===== config.mk =====
export PLATFORM = sky130hd
export DESIGN_NAME = positional_insert_delete_list_flat
export DESIGN_NICKNAME = d
export VERILOG_FILES = /design/src/rtl/lpd_pkg.sv /design/src/rtl/lpd_if.sv /design/src/rtl/lpd_cell.sv /design/src/rtl/lpd_chain.sv /design/src/rtl/positional_insert_delete_list.sv /design/src/flat_wrapper.sv
export SDC_FILE = /design/constraint.sdc
export NUM_CORES = 2
export LEC_CHECK = 0
export BUFFER_PORTS_ARGS = -buffer_cell sky130_fd_sc_hd__buf_2
export CORE_UTILIZATION = 40
export CTS_CLUSTER_SIZE = 14
export DETAILED_ROUTE_END_ITERATION = 8
export HOLD_SLACK_MARGIN = 0.08
export SLEW_MARGIN = 20
export SYNTH_ARGS = -nofsm -noshare
export SYNTH_HDL_FRONTEND = slang
export SYNTH_SLANG_ARGS = --single-unit

===== constraint.sdc =====
create_clock -name clk -period 6.3 [get_ports clk]
set_input_delay 0.315 -clock clk [delete_from_list [all_inputs] [get_ports clk]]
set_output_delay 0.315 -clock clk [all_outputs]
set_load 0.03 [all_outputs]

===== src/rtl/lpd_pkg.sv =====
package lpd_pkg;

  // Sizes of the item fields
  localparam int LPD_OP_W     = 3;
  localparam int LPD_VAL_W    = 32;
  localparam int LPD_POS_W    = 5;
  localparam int LPD_STAT_W   = 2;
  localparam int LPD_CNT_W    = 5;

  // Default and largest supported capacity; index width covers the largest one
  localparam int LPD_CAPACITY = 16;
  localparam int LPD_IDX_W    = 9;

  // Opcodes
  localparam logic [LPD_OP_W-1:0] OP_INS_FIRST = 3'd0;
  localparam logic [LPD_OP_W-1:0] OP_INS_LAST  = 3'd1;
  localparam logic [LPD_OP_W-1:0] OP_INS_AT    = 3'd2;
  localparam logic [LPD_OP_W-1:0] OP_DEL_FIRST = 3'd3;
  localparam logic [LPD_OP_W-1:0] OP_DEL_LAST  = 3'd4;
  localparam logic [LPD_OP_W-1:0] OP_DEL_AT    = 3'd5;
  localparam logic [LPD_OP_W-1:0] OP_LIST_ALL  = 3'd6;

  // Status codes
  localparam logic [LPD_STAT_W-1:0] STAT_OK     = 2'd0;
  localparam logic [LPD_STAT_W-1:0] STAT_BADPOS = 2'd1;
  localparam logic [LPD_STAT_W-1:0] STAT_FULL   = 2'd2;
  localparam logic [LPD_STAT_W-1:0] STAT_EMPTY  = 2'd3;

  // Cell actions broadcast along the chain
  localparam logic [1:0] CELL_HOLD = 2'd0;
  localparam logic [1:0] CELL_INS  = 2'd1;
  localparam logic [1:0] CELL_DEL  = 2'd2;
  localparam logic [1:0] CELL_ROT  = 2'd3;

  typedef struct packed {
    logic [1:0]                  op;
    logic [LPD_IDX_W-1:0]        idx;
    logic [LPD_IDX_W-1:0]        last_idx;
    logic signed [LPD_VAL_W-1:0] value;
  } lpd_ctl_t;

endpackage


===== src/rtl/lpd_if.sv =====
interface lpd_in_if import lpd_pkg::*; ();
  logic                        valid;
  logic                        ready;
  logic [LPD_OP_W-1:0]         opcode;
  logic signed [LPD_VAL_W-1:0] value;
  logic [LPD_POS_W-1:0]        position;

  modport source (output valid, output opcode, output value, output position, input ready);
  modport sink   (input valid, input opcode, input value, input position, output ready);
endinterface

interface lpd_out_if import lpd_pkg::*; ();
  logic                        valid;
  logic                        ready;
  logic [LPD_STAT_W-1:0]       status;
  logic [LPD_CNT_W-1:0]        count;
  logic signed [LPD_VAL_W-1:0] element;
  logic                        last;

  modport source (output valid, output status, output count, output element, output last,
                  input ready);
  modport sink   (input valid, input status, input count, input element, input last,
                  output ready);
endinterface


===== src/rtl/lpd_cell.sv =====
module lpd_cell import lpd_pkg::*; #(
  parameter int IDX = 0
) (
  input  logic                        clk,
  input  lpd_ctl_t                    ctl,
  input  logic signed [LPD_VAL_W-1:0] left,
  input  logic signed [LPD_VAL_W-1:0] right,
  input  logic signed [LPD_VAL_W-1:0] head,
  output logic signed [LPD_VAL_W-1:0] q
);

  localparam logic [LPD_IDX_W-1:0] MY_IDX = LPD_IDX_W'(IDX);

  logic signed [LPD_VAL_W-1:0] val_r;
  logic signed [LPD_VAL_W-1:0] val_nxt;

  // Pick the new word from self, neighbors, head or the broadcast value
  always_comb begin
    val_nxt = val_r;
    unique case (ctl.op)
      CELL_HOLD: val_nxt = val_r;
      CELL_INS: begin
        if (MY_IDX == ctl.idx) val_nxt = ctl.value;
        else if (MY_IDX > ctl.idx) val_nxt = left;
      end
      CELL_DEL: begin
        if (MY_IDX >= ctl.idx) val_nxt = right;
      end
      CELL_ROT: begin
        if (MY_IDX == ctl.last_idx) val_nxt = head;
        else if (MY_IDX < ctl.last_idx) val_nxt = right;
      end
      default: val_nxt = val_r;
    endcase
  end

  always_ff @(posedge clk) begin
    val_r <= val_nxt;
  end

  assign q = val_r;

endmodule


===== src/rtl/lpd_chain.sv =====
module lpd_chain import lpd_pkg::*; #(
  parameter int CAPACITY = LPD_CAPACITY
) (
  input  logic                        clk,
  input  lpd_ctl_t                    ctl,
  output logic signed [LPD_VAL_W-1:0] head
);

  logic signed [LPD_VAL_W-1:0] q_w     [CAPACITY];
  logic signed [LPD_VAL_W-1:0] left_w  [CAPACITY];
  logic signed [LPD_VAL_W-1:0] right_w [CAPACITY];

  // Row of cells wired to their neighbors; the first sees zero on the left, the last itself on the right
  for (genvar i = 0; i < CAPACITY; i++) begin : g_cell
    if (i == 0) begin : g_first
      assign left_w[i] = '0;
    end else begin : g_mid_l
      assign left_w[i] = q_w[i-1];
    end
    if (i == CAPACITY - 1) begin : g_end
      assign right_w[i] = q_w[i];
    end else begin : g_mid_r
      assign right_w[i] = q_w[i+1];
    end

    lpd_cell #(.IDX(i)) u_cell (
      .clk   (clk),
      .ctl   (ctl),
      .left  (left_w[i]),
      .right (right_w[i]),
      .head  (q_w[0]),
      .q     (q_w[i])
    );
  end

  assign head = q_w[0];

endmodule


===== src/rtl/positional_insert_delete_list.sv =====
// Edits (insert, delete) and rejected operations: one word out the cycle after
// acceptance; one item per cycle while the result side keeps taking words.
// List all on n entries: n words, one per cycle while the result side takes
// them, by rotating the cell row through its head, then takes the next item.
// The rate is set by the output register and the single head tap of the row.
// Reset clears the entry count and control; cell contents stay undefined.
module positional_insert_delete_list import lpd_pkg::*; #(
  parameter int CAPACITY = LPD_CAPACITY
) (
  input  logic             clk,
  input  logic             rst_n,
  lpd_in_if.sink           in_ch,
  lpd_out_if.source        out_ch
);

  localparam int CW = $clog2(CAPACITY + 1);
  localparam logic S_IDLE = 1'b0;
  localparam logic S_LIST = 1'b1;

  logic                        state_r, state_nxt;
  logic [CW-1:0]               count_r, count_nxt;
  logic [CW-1:0]               k_r, k_nxt;
  logic                        out_valid_r, out_valid_nxt;
  logic [LPD_STAT_W-1:0]       out_status_r, out_status_nxt;
  logic [LPD_CNT_W-1:0]        out_count_r, out_count_nxt;
  logic signed [LPD_VAL_W-1:0] out_element_r, out_element_nxt;
  logic                        out_last_r, out_last_nxt;

  logic                        in_fire;
  logic                        out_free;
  logic [LPD_IDX_W-1:0]        pos_ext;
  logic [LPD_IDX_W-1:0]        cnt_ext;
  logic                        full;
  logic                        empty;
  lpd_ctl_t                    dec_ctl;
  lpd_ctl_t                    ctl;
  logic [LPD_STAT_W-1:0]       dec_stat;
  logic [CW-1:0]               dec_count;
  logic signed [LPD_VAL_W-1:0] head;

  assign out_free = !out_valid_r || out_ch.ready;
  assign in_ch.ready = (state_r == S_IDLE) && out_free;
  assign in_fire = in_ch.valid && in_ch.ready;

  assign pos_ext = LPD_IDX_W'(in_ch.position);
  assign cnt_ext = LPD_IDX_W'(count_r);
  assign full    = (cnt_ext == LPD_IDX_W'(CAPACITY));
  assign empty   = (count_r == '0);

  // Decode the word: status, new count and cell action
  always_comb begin
    dec_ctl.op       = CELL_HOLD;
    dec_ctl.idx      = '0;
    dec_ctl.last_idx = cnt_ext - LPD_IDX_W'(1);
    dec_ctl.value    = in_ch.value;
    dec_stat         = STAT_OK;
    dec_count        = count_r;
    unique case (in_ch.opcode)
      OP_INS_FIRST, OP_INS_LAST: begin
        if (full) begin
          dec_stat = STAT_FULL;
        end else begin
          dec_ctl.op  = CELL_INS;
          dec_ctl.idx = (in_ch.opcode == OP_INS_FIRST) ? '0 : cnt_ext;
          dec_count   = count_r + CW'(1);
        end
      end
      OP_INS_AT: begin
        if (pos_ext == '0 || pos_ext > cnt_ext + LPD_IDX_W'(1)) begin
          dec_stat = STAT_BADPOS;
        end else if (full) begin
          dec_stat = STAT_FULL;
        end else begin
          dec_ctl.op  = CELL_INS;
          dec_ctl.idx = pos_ext - LPD_IDX_W'(1);
          dec_count   = count_r + CW'(1);
        end
      end
      OP_DEL_FIRST, OP_DEL_LAST: begin
        if (empty) begin
          dec_stat = STAT_EMPTY;
        end else begin
          dec_ctl.op  = CELL_DEL;
          dec_ctl.idx = (in_ch.opcode == OP_DEL_FIRST) ? '0 : cnt_ext - LPD_IDX_W'(1);
          dec_count   = count_r - CW'(1);
        end
      end
      OP_DEL_AT: begin
        if (empty) begin
          dec_stat = STAT_EMPTY;
        end else if (pos_ext == '0 || pos_ext > cnt_ext) begin
          dec_stat = STAT_BADPOS;
        end else begin
          dec_ctl.op  = CELL_DEL;
          dec_ctl.idx = pos_ext - LPD_IDX_W'(1);
          dec_count   = count_r - CW'(1);
        end
      end
      OP_LIST_ALL: begin
        if (empty) dec_stat = STAT_EMPTY;
      end
      default: dec_stat = STAT_OK;
    endcase
  end

  // Sequence edits and the list stream, load the output register
  always_comb begin
    state_nxt       = state_r;
    count_nxt       = count_r;
    k_nxt           = k_r;
    out_valid_nxt   = out_valid_r && !out_ch.ready;
    out_status_nxt  = out_status_r;
    out_count_nxt   = out_count_r;
    out_element_nxt = out_element_r;
    out_last_nxt    = out_last_r;
    ctl             = dec_ctl;
    ctl.op          = CELL_HOLD;
    unique case (state_r)
      S_IDLE: begin
        if (in_fire) begin
          if (in_ch.opcode == OP_LIST_ALL && !empty) begin
            state_nxt = S_LIST;
            k_nxt     = '0;
          end else begin
            ctl             = dec_ctl;
            count_nxt       = dec_count;
            out_valid_nxt   = 1'b1;
            out_status_nxt  = dec_stat;
            out_count_nxt   = LPD_CNT_W'(dec_count);
            out_element_nxt = '0;
            out_last_nxt    = 1'b1;
          end
        end
      end
      S_LIST: begin
        if (out_free) begin
          ctl.op          = CELL_ROT;
          out_valid_nxt   = 1'b1;
          out_status_nxt  = STAT_OK;
          out_count_nxt   = LPD_CNT_W'(count_r);
          out_element_nxt = head;
          out_last_nxt    = (k_r == count_r - CW'(1));
          k_nxt           = k_r + CW'(1);
          if (k_r == count_r - CW'(1)) state_nxt = S_IDLE;
        end
      end
      default: state_nxt = S_IDLE;
    endcase
  end

  always_ff @(posedge clk) begin
    if (!rst_n) begin
      state_r     <= S_IDLE;
      count_r     <= '0;
      k_r         <= '0;
      out_valid_r <= 1'b0;
    end else begin
      state_r     <= state_nxt;
      count_r     <= count_nxt;
      k_r         <= k_nxt;
      out_valid_r <= out_valid_nxt;
    end
  end

  // Hold payload until taken
  always_ff @(posedge clk) begin
    out_status_r  <= out_status_nxt;
    out_count_r   <= out_count_nxt;
    out_element_r <= out_element_nxt;
    out_last_r    <= out_last_nxt;
  end

  lpd_chain #(.CAPACITY(CAPACITY)) u_chain (
    .clk  (clk),
    .ctl  (ctl),
    .head (head)
  );

  assign out_ch.valid   = out_valid_r;
  assign out_ch.status  = out_status_r;
  assign out_ch.count   = out_count_r;
  assign out_ch.element = out_element_r;
  assign out_ch.last    = out_last_r;

  // Count never passes the capacity
  a_count_bound: assert property (@(posedge clk) disable iff (!rst_n)
    count_r <= CW'(CAPACITY))
    else $error("entry count above capacity");

  // Stream never runs on an empty list
  a_list_nonempty: assert property (@(posedge clk) disable iff (!rst_n)
    state_r == S_LIST |-> count_r != '0 && k_r < count_r)
    else $error("list stream out of range");

  // A single-result item shows its word next cycle with last set
  a_single_result: assert property (@(posedge clk) disable iff (!rst_n)
    in_fire && (in_ch.opcode != OP_LIST_ALL || empty)
    |=> out_valid_r && out_last_r && state_r == S_IDLE)
    else $error("missing result word");

  // Count changes only on an accepted edit
  a_count_stable: assert property (@(posedge clk) disable iff (!rst_n)
    !in_fire |=> $stable(count_r))
    else $error("count changed without input word");

endmodule


===== src/flat_wrapper.sv =====
// flat-port wrapper written by rule: the top's interface ports become plain ports
module positional_insert_delete_list_flat import lpd_pkg::*;
#(
  parameter int CAPACITY = LPD_CAPACITY
)
  (clk, rst_n, in_ch_valid, in_ch_opcode, in_ch_value, in_ch_position, in_ch_ready, out_ch_valid, out_ch_status, out_ch_count, out_ch_element, out_ch_last, out_ch_ready);
  lpd_in_if in_ch_i ();
  lpd_out_if out_ch_i ();
  input  logic clk;
  input  logic rst_n;
  input wire logic [$bits(in_ch_i.valid)-1:0] in_ch_valid;
  input wire logic [$bits(in_ch_i.opcode)-1:0] in_ch_opcode;
  input wire logic [$bits(in_ch_i.value)-1:0] in_ch_value;
  input wire logic [$bits(in_ch_i.position)-1:0] in_ch_position;
  output wire logic [$bits(in_ch_i.ready)-1:0] in_ch_ready;
  output wire logic [$bits(out_ch_i.valid)-1:0] out_ch_valid;
  output wire logic [$bits(out_ch_i.status)-1:0] out_ch_status;
  output wire logic [$bits(out_ch_i.count)-1:0] out_ch_count;
  output wire logic [$bits(out_ch_i.element)-1:0] out_ch_element;
  output wire logic [$bits(out_ch_i.last)-1:0] out_ch_last;
  input wire logic [$bits(out_ch_i.ready)-1:0] out_ch_ready;
  assign in_ch_i.valid = in_ch_valid;
  assign in_ch_i.opcode = in_ch_opcode;
  assign in_ch_i.value = in_ch_value;
  assign in_ch_i.position = in_ch_position;
  assign in_ch_ready = in_ch_i.ready;
  assign out_ch_valid = out_ch_i.valid;
  assign out_ch_status = out_ch_i.status;
  assign out_ch_count = out_ch_i.count;
  assign out_ch_element = out_ch_i.element;
  assign out_ch_last = out_ch_i.last;
  assign out_ch_i.ready = out_ch_ready;
  positional_insert_delete_list #(.CAPACITY(CAPACITY)) u_core (.clk(clk), .rst_n(rst_n), .in_ch(in_ch_i), .out_ch(out_ch_i));
endmodule

==> results.md <==
- WL/cell: slightly above 30 microns
- Die height: about 280 microns
- Vias in the first global route: around 26000
- Max-slew violations: 0
- PwrDens: ~310 nW/um^2
- TritonCTS clock tree: done
- GR Util met3: 0.0594
- Register Area: about 17000 sq um
- Deepest clock path buffer count: 3
- Clk pwr share: 0.361
- Maximum fanout along the worst path: 19
- Internal power: around 7.5 mW
- Largest net degree at the start of global routing: about 120
- Nets: ~2800
- Status: completed
- Number of synthesized flops with an enable pin: around 550
- DIE WIDTH: between 200 and 300 microns
- Worst setup path end: u_core.u_chain.g_cell[14].u_cell.q[22]
- Most Used Layer, Global Route: met2
- Crit. End Element: flip-flop
- Core ar.: between 70000 and 80000 sq um
- First-pass GRT wire length: roughly 170 mm
- Worst slew pin tran: approximately 1.3 ns
- DIE AREA: approximately 79000 sq um
- Pleak: 11.4 nW
- Cts repair resizes: 0
- Fill count: between 7000 and 8000
- WS Path Type: reg2reg
- Psw: approximately 3.3 mW
- Number of instances in the placed design: roughly 3700
- DR pass1 iterations: 8
- Leading register cell type out of synthesis: edfxtp_1
- Met2 usage: 0.466
- F_max: slightly below 0.2 GHz
- Grt met1 use: 0.392
- H-tree levels: 3
- Setup WS pre-CTS: between 1 and 1.5 ns
- Clock Latency Late Sink: just over 0.6 ns
- Period utilisation layout: 0.817
- Setup WS post-layout: 1.15 ns
- Setup-failing EPs final: 0
- RePlAce Congestion: 0.915
- Leading cell type in the layout, fill and taps excluded: edfxtp_1
- Hold crit path type: in2reg
- Multi-input gate area: 13200 sq um
- Reg2Reg Setup Slack: approximately 1.2 ns
- Startpoint types: flip-flop
- Area grow syn2layout: 12.0%
- Commonest non-fill, non-tap cells in the layout: edfxtp_1, a22oi_1, nand3_1, mux2i_1, o211ai_1
- Final HPWL DP: around 67 mm
- Synth Instances: between 2000 and 3000
- Worst setup path startpoint: u_core.count_r[1]
- Layout cells sized above 1: 0.122
- Post-DRT Antenna Nets: 0
- Hold Fails Final Rpt: 0
- Worst EP required: about 6.6 ns
- Switching portion of total power: 0.304
- Reg power frac: 0.462
- Row count: 101
- Boundary Pins: 86
- Grt ovf: 0
- Initial Util: 0.406
- Initial antenna violation count: 6
- CTS Buf Count: between 60 and 70
- Maxcap violations: 0
- Clock Sinks: 564
- Distinct cells, synth: 75
- DR DRC count: 0
- Layout Skew: 0.0176 ns
- Total GRT Usage: 0.298
- WP data arrival: between 5 and 6 ns
- Via count: roughly 26000
- Part of the power in combinational logic: 0.177
- Relative slew slack: 0.153
- Cell Count, Final, Fillers Out: 3836
- Via density: ~6.9
- RSZ-0062 raised after global routing: no
- R2R depth: 14
- Clock slew at reported path FFs: about 0.050 ns
- Ys async rst share: 0
- Critical R2R Capture: u_core.u_chain.g_cell[14].u_cell.q[22]
- Avg Inst Size Synth: between 10 and 15 sq um
- 1st-iter DRT viols: 4301
- RR Startpoint: u_core.count_r[1]
- Synth Cell Area: between 30000 and 40000 sq um
- Drt total wl: approximately 120 mm
- Mapped Nets: about 2900
- TNS Setup: 0 ns
- CTS Root Buffer Type: clkbuf_16
- Sequential share of the synthesized area: 0.543
- Final min period: between 5 and 6 ns
- YS warnings: 0
- I/O Buffers: 85
- Maximum vdd drop: ~0.00024 V
- FF+latch count, synth: 564
-- repair_timing --
| item | in CTS | in global routing |
|---|---|---|
| hold buffers | 2 | 0 |
| endpoints found under the hold margin | 7 | 0 |
| setup buffers | 0 | 0 |
-- synth_stat cells (3+ instances only) --
cell	count	area, sq um
edfxtp_1	552	16600
a22oi_1	441	3310
nand3_1	235	1180
mux2i_1	232	2320
clkbuf_1	227	852
o211ai_1	219	1640
o21ai_0	178	891
nand2_1	156	586
o21ai_1	137	686
nor2_1	85	319
buf_2	41	205
inv_1	41	154
a21oi_1	40	200
buf_1	31	116
ha_1	17	213
nor3_1	17	85.1
dfxtp_1	12	240
nor2b_1	11	68.8
xnor2_1	11	96.3
nand2b_1	10	62.6
a221oi_1	9	78.8
buf_4	9	67.6
xor2_1	9	78.8
a211oi_1	7	52.6
a31oi_1	7	43.8
a21o_1	6	45.0
and3_1	6	37.5
buf_6	6	67.6
o22ai_1	5	31.3
and2_1	4	25.0
nand4_1	4	25.0
o21bai_1	4	30.0
a211o_1	3	26.3
a2bb2oi_1	3	26.3
nor3_4	3	48.8
or2_1	3	18.8
-- routing by layer --
metal / vias up / share of wire / wire length (microns)
li1: 11100 / - / -
met1: 12900 / 0.39 / 46200
met2: 2011 / 0.45 / 53600
met3: 385 / 0.11 / 13500
met4: 0 / 0.051 / 6070
met5: - / 0 / 0
-- state kept, by name, summed over array words and instances, names as in the netlist --
name	count
u_core.count_r	5
u_core.k_r	5
u_core.out_ch.count	5
u_core.out_ch.element	32
u_core.out_ch.last	1
u_core.out_ch.status	2
u_core.out_ch.valid	1
u_core.state_r	1
u_core.u_chain.g_cell.u_cell.q	512
-- final cells by class --
class,instances,share of cell area
Sequential cell,564,0.484
Multi-Input combinational cell,1910,0.379
Tap cell,1030,0.0371
Timing Repair Buffer,170,0.0339
Clock buffer,77,0.0500
Inverter,44,0.00476
Antenna cell,3,0.000216
Clock inverter,38,0.0106
-- critical path: stages (launching register included) --
cell,delay (ns)
dfxtp_1,0.48
inv_1,0.18
ha_1,0.60
inv_1,0.22
ha_1,0.33
nor2b_1,0.13
o21bai_1,0.19
a31oi_1,0.15
o31ai_2,0.49
a21oi_1,0.23
nor2_1,0.23
and3_2,0.88
buf_12,0.28
mux2i_1,0.24
o21ai_0,0.14
-- stage by stage --
stage | util | hold slack, ns | power, mW | instance area [sq um]
global route | 0.455 | 0.142 | 11.0 | 34700
CTS | 0.454 | 0.0970 | 10.7 | 34700
detailed placement | 0.427 | 0.535 | 6.85 | 32600
floorplan | - | 0.453 | 6.10 | 31000
finish | 0.455 | 0.122 | 10.7 | 34700
global placement | 0.426 | 0.525 | 6.79 | 32600
-- kinds of logic (layout without fill, tap and decap cells) --
kind of cell	after synthesis	after routing	share of synthesized area
AO/OA/AOI/OAI	1086	1086	0.237
flip-flops	564	564	0.543
AND/OR/NAND/NOR	553	553	0.0847
buffers and inverters	358	329	0.0476
multiplexers	234	234	0.0757
XOR/XNOR	20	20	0.00565
adder cells (fa/ha/maj)	17	17	0.00686
other	0	3	0
-- power groups by stage --
stage / registers [mW] / logic [mW] / clock network [mW]
final: 4.95 / 1.90 / 3.87
after CTS: 4.94 / 1.84 / 3.90
after global placement: 5.00 / 1.80 / 0
after global routing: 4.99 / 2.00 / 4.03
after floorplan: 4.95 / 1.15 / 0
after detailed placement: 5.01 / 1.84 / 0
-- how the worst min path moves through the flow --
| stage | slack, ns | start | to | cells past startpoint |
|---|---|---|---|---|
| 4_1_cts | 0.1 | out_ch_ready | u_core.state_r | 4 |
| 3_5_place_dp | 0.54 | u_core.k_r[1] | u_core.k_r[1] | 2 |
| 5_1_grt | 0.14 | out_ch_ready | u_core.state_r | 4 |
| 6_report | 0.12 | out_ch_ready | u_core.state_r | 4 |
| 3_3_place_gp | 0.52 | u_core.k_r[4] | u_core.k_r[4] | 2 |
| 2_1_floorplan | 0.45 | rst_n | u_core.count_r[3] | 2 |
Note: power is estimated with default switching activity, not from simulation.
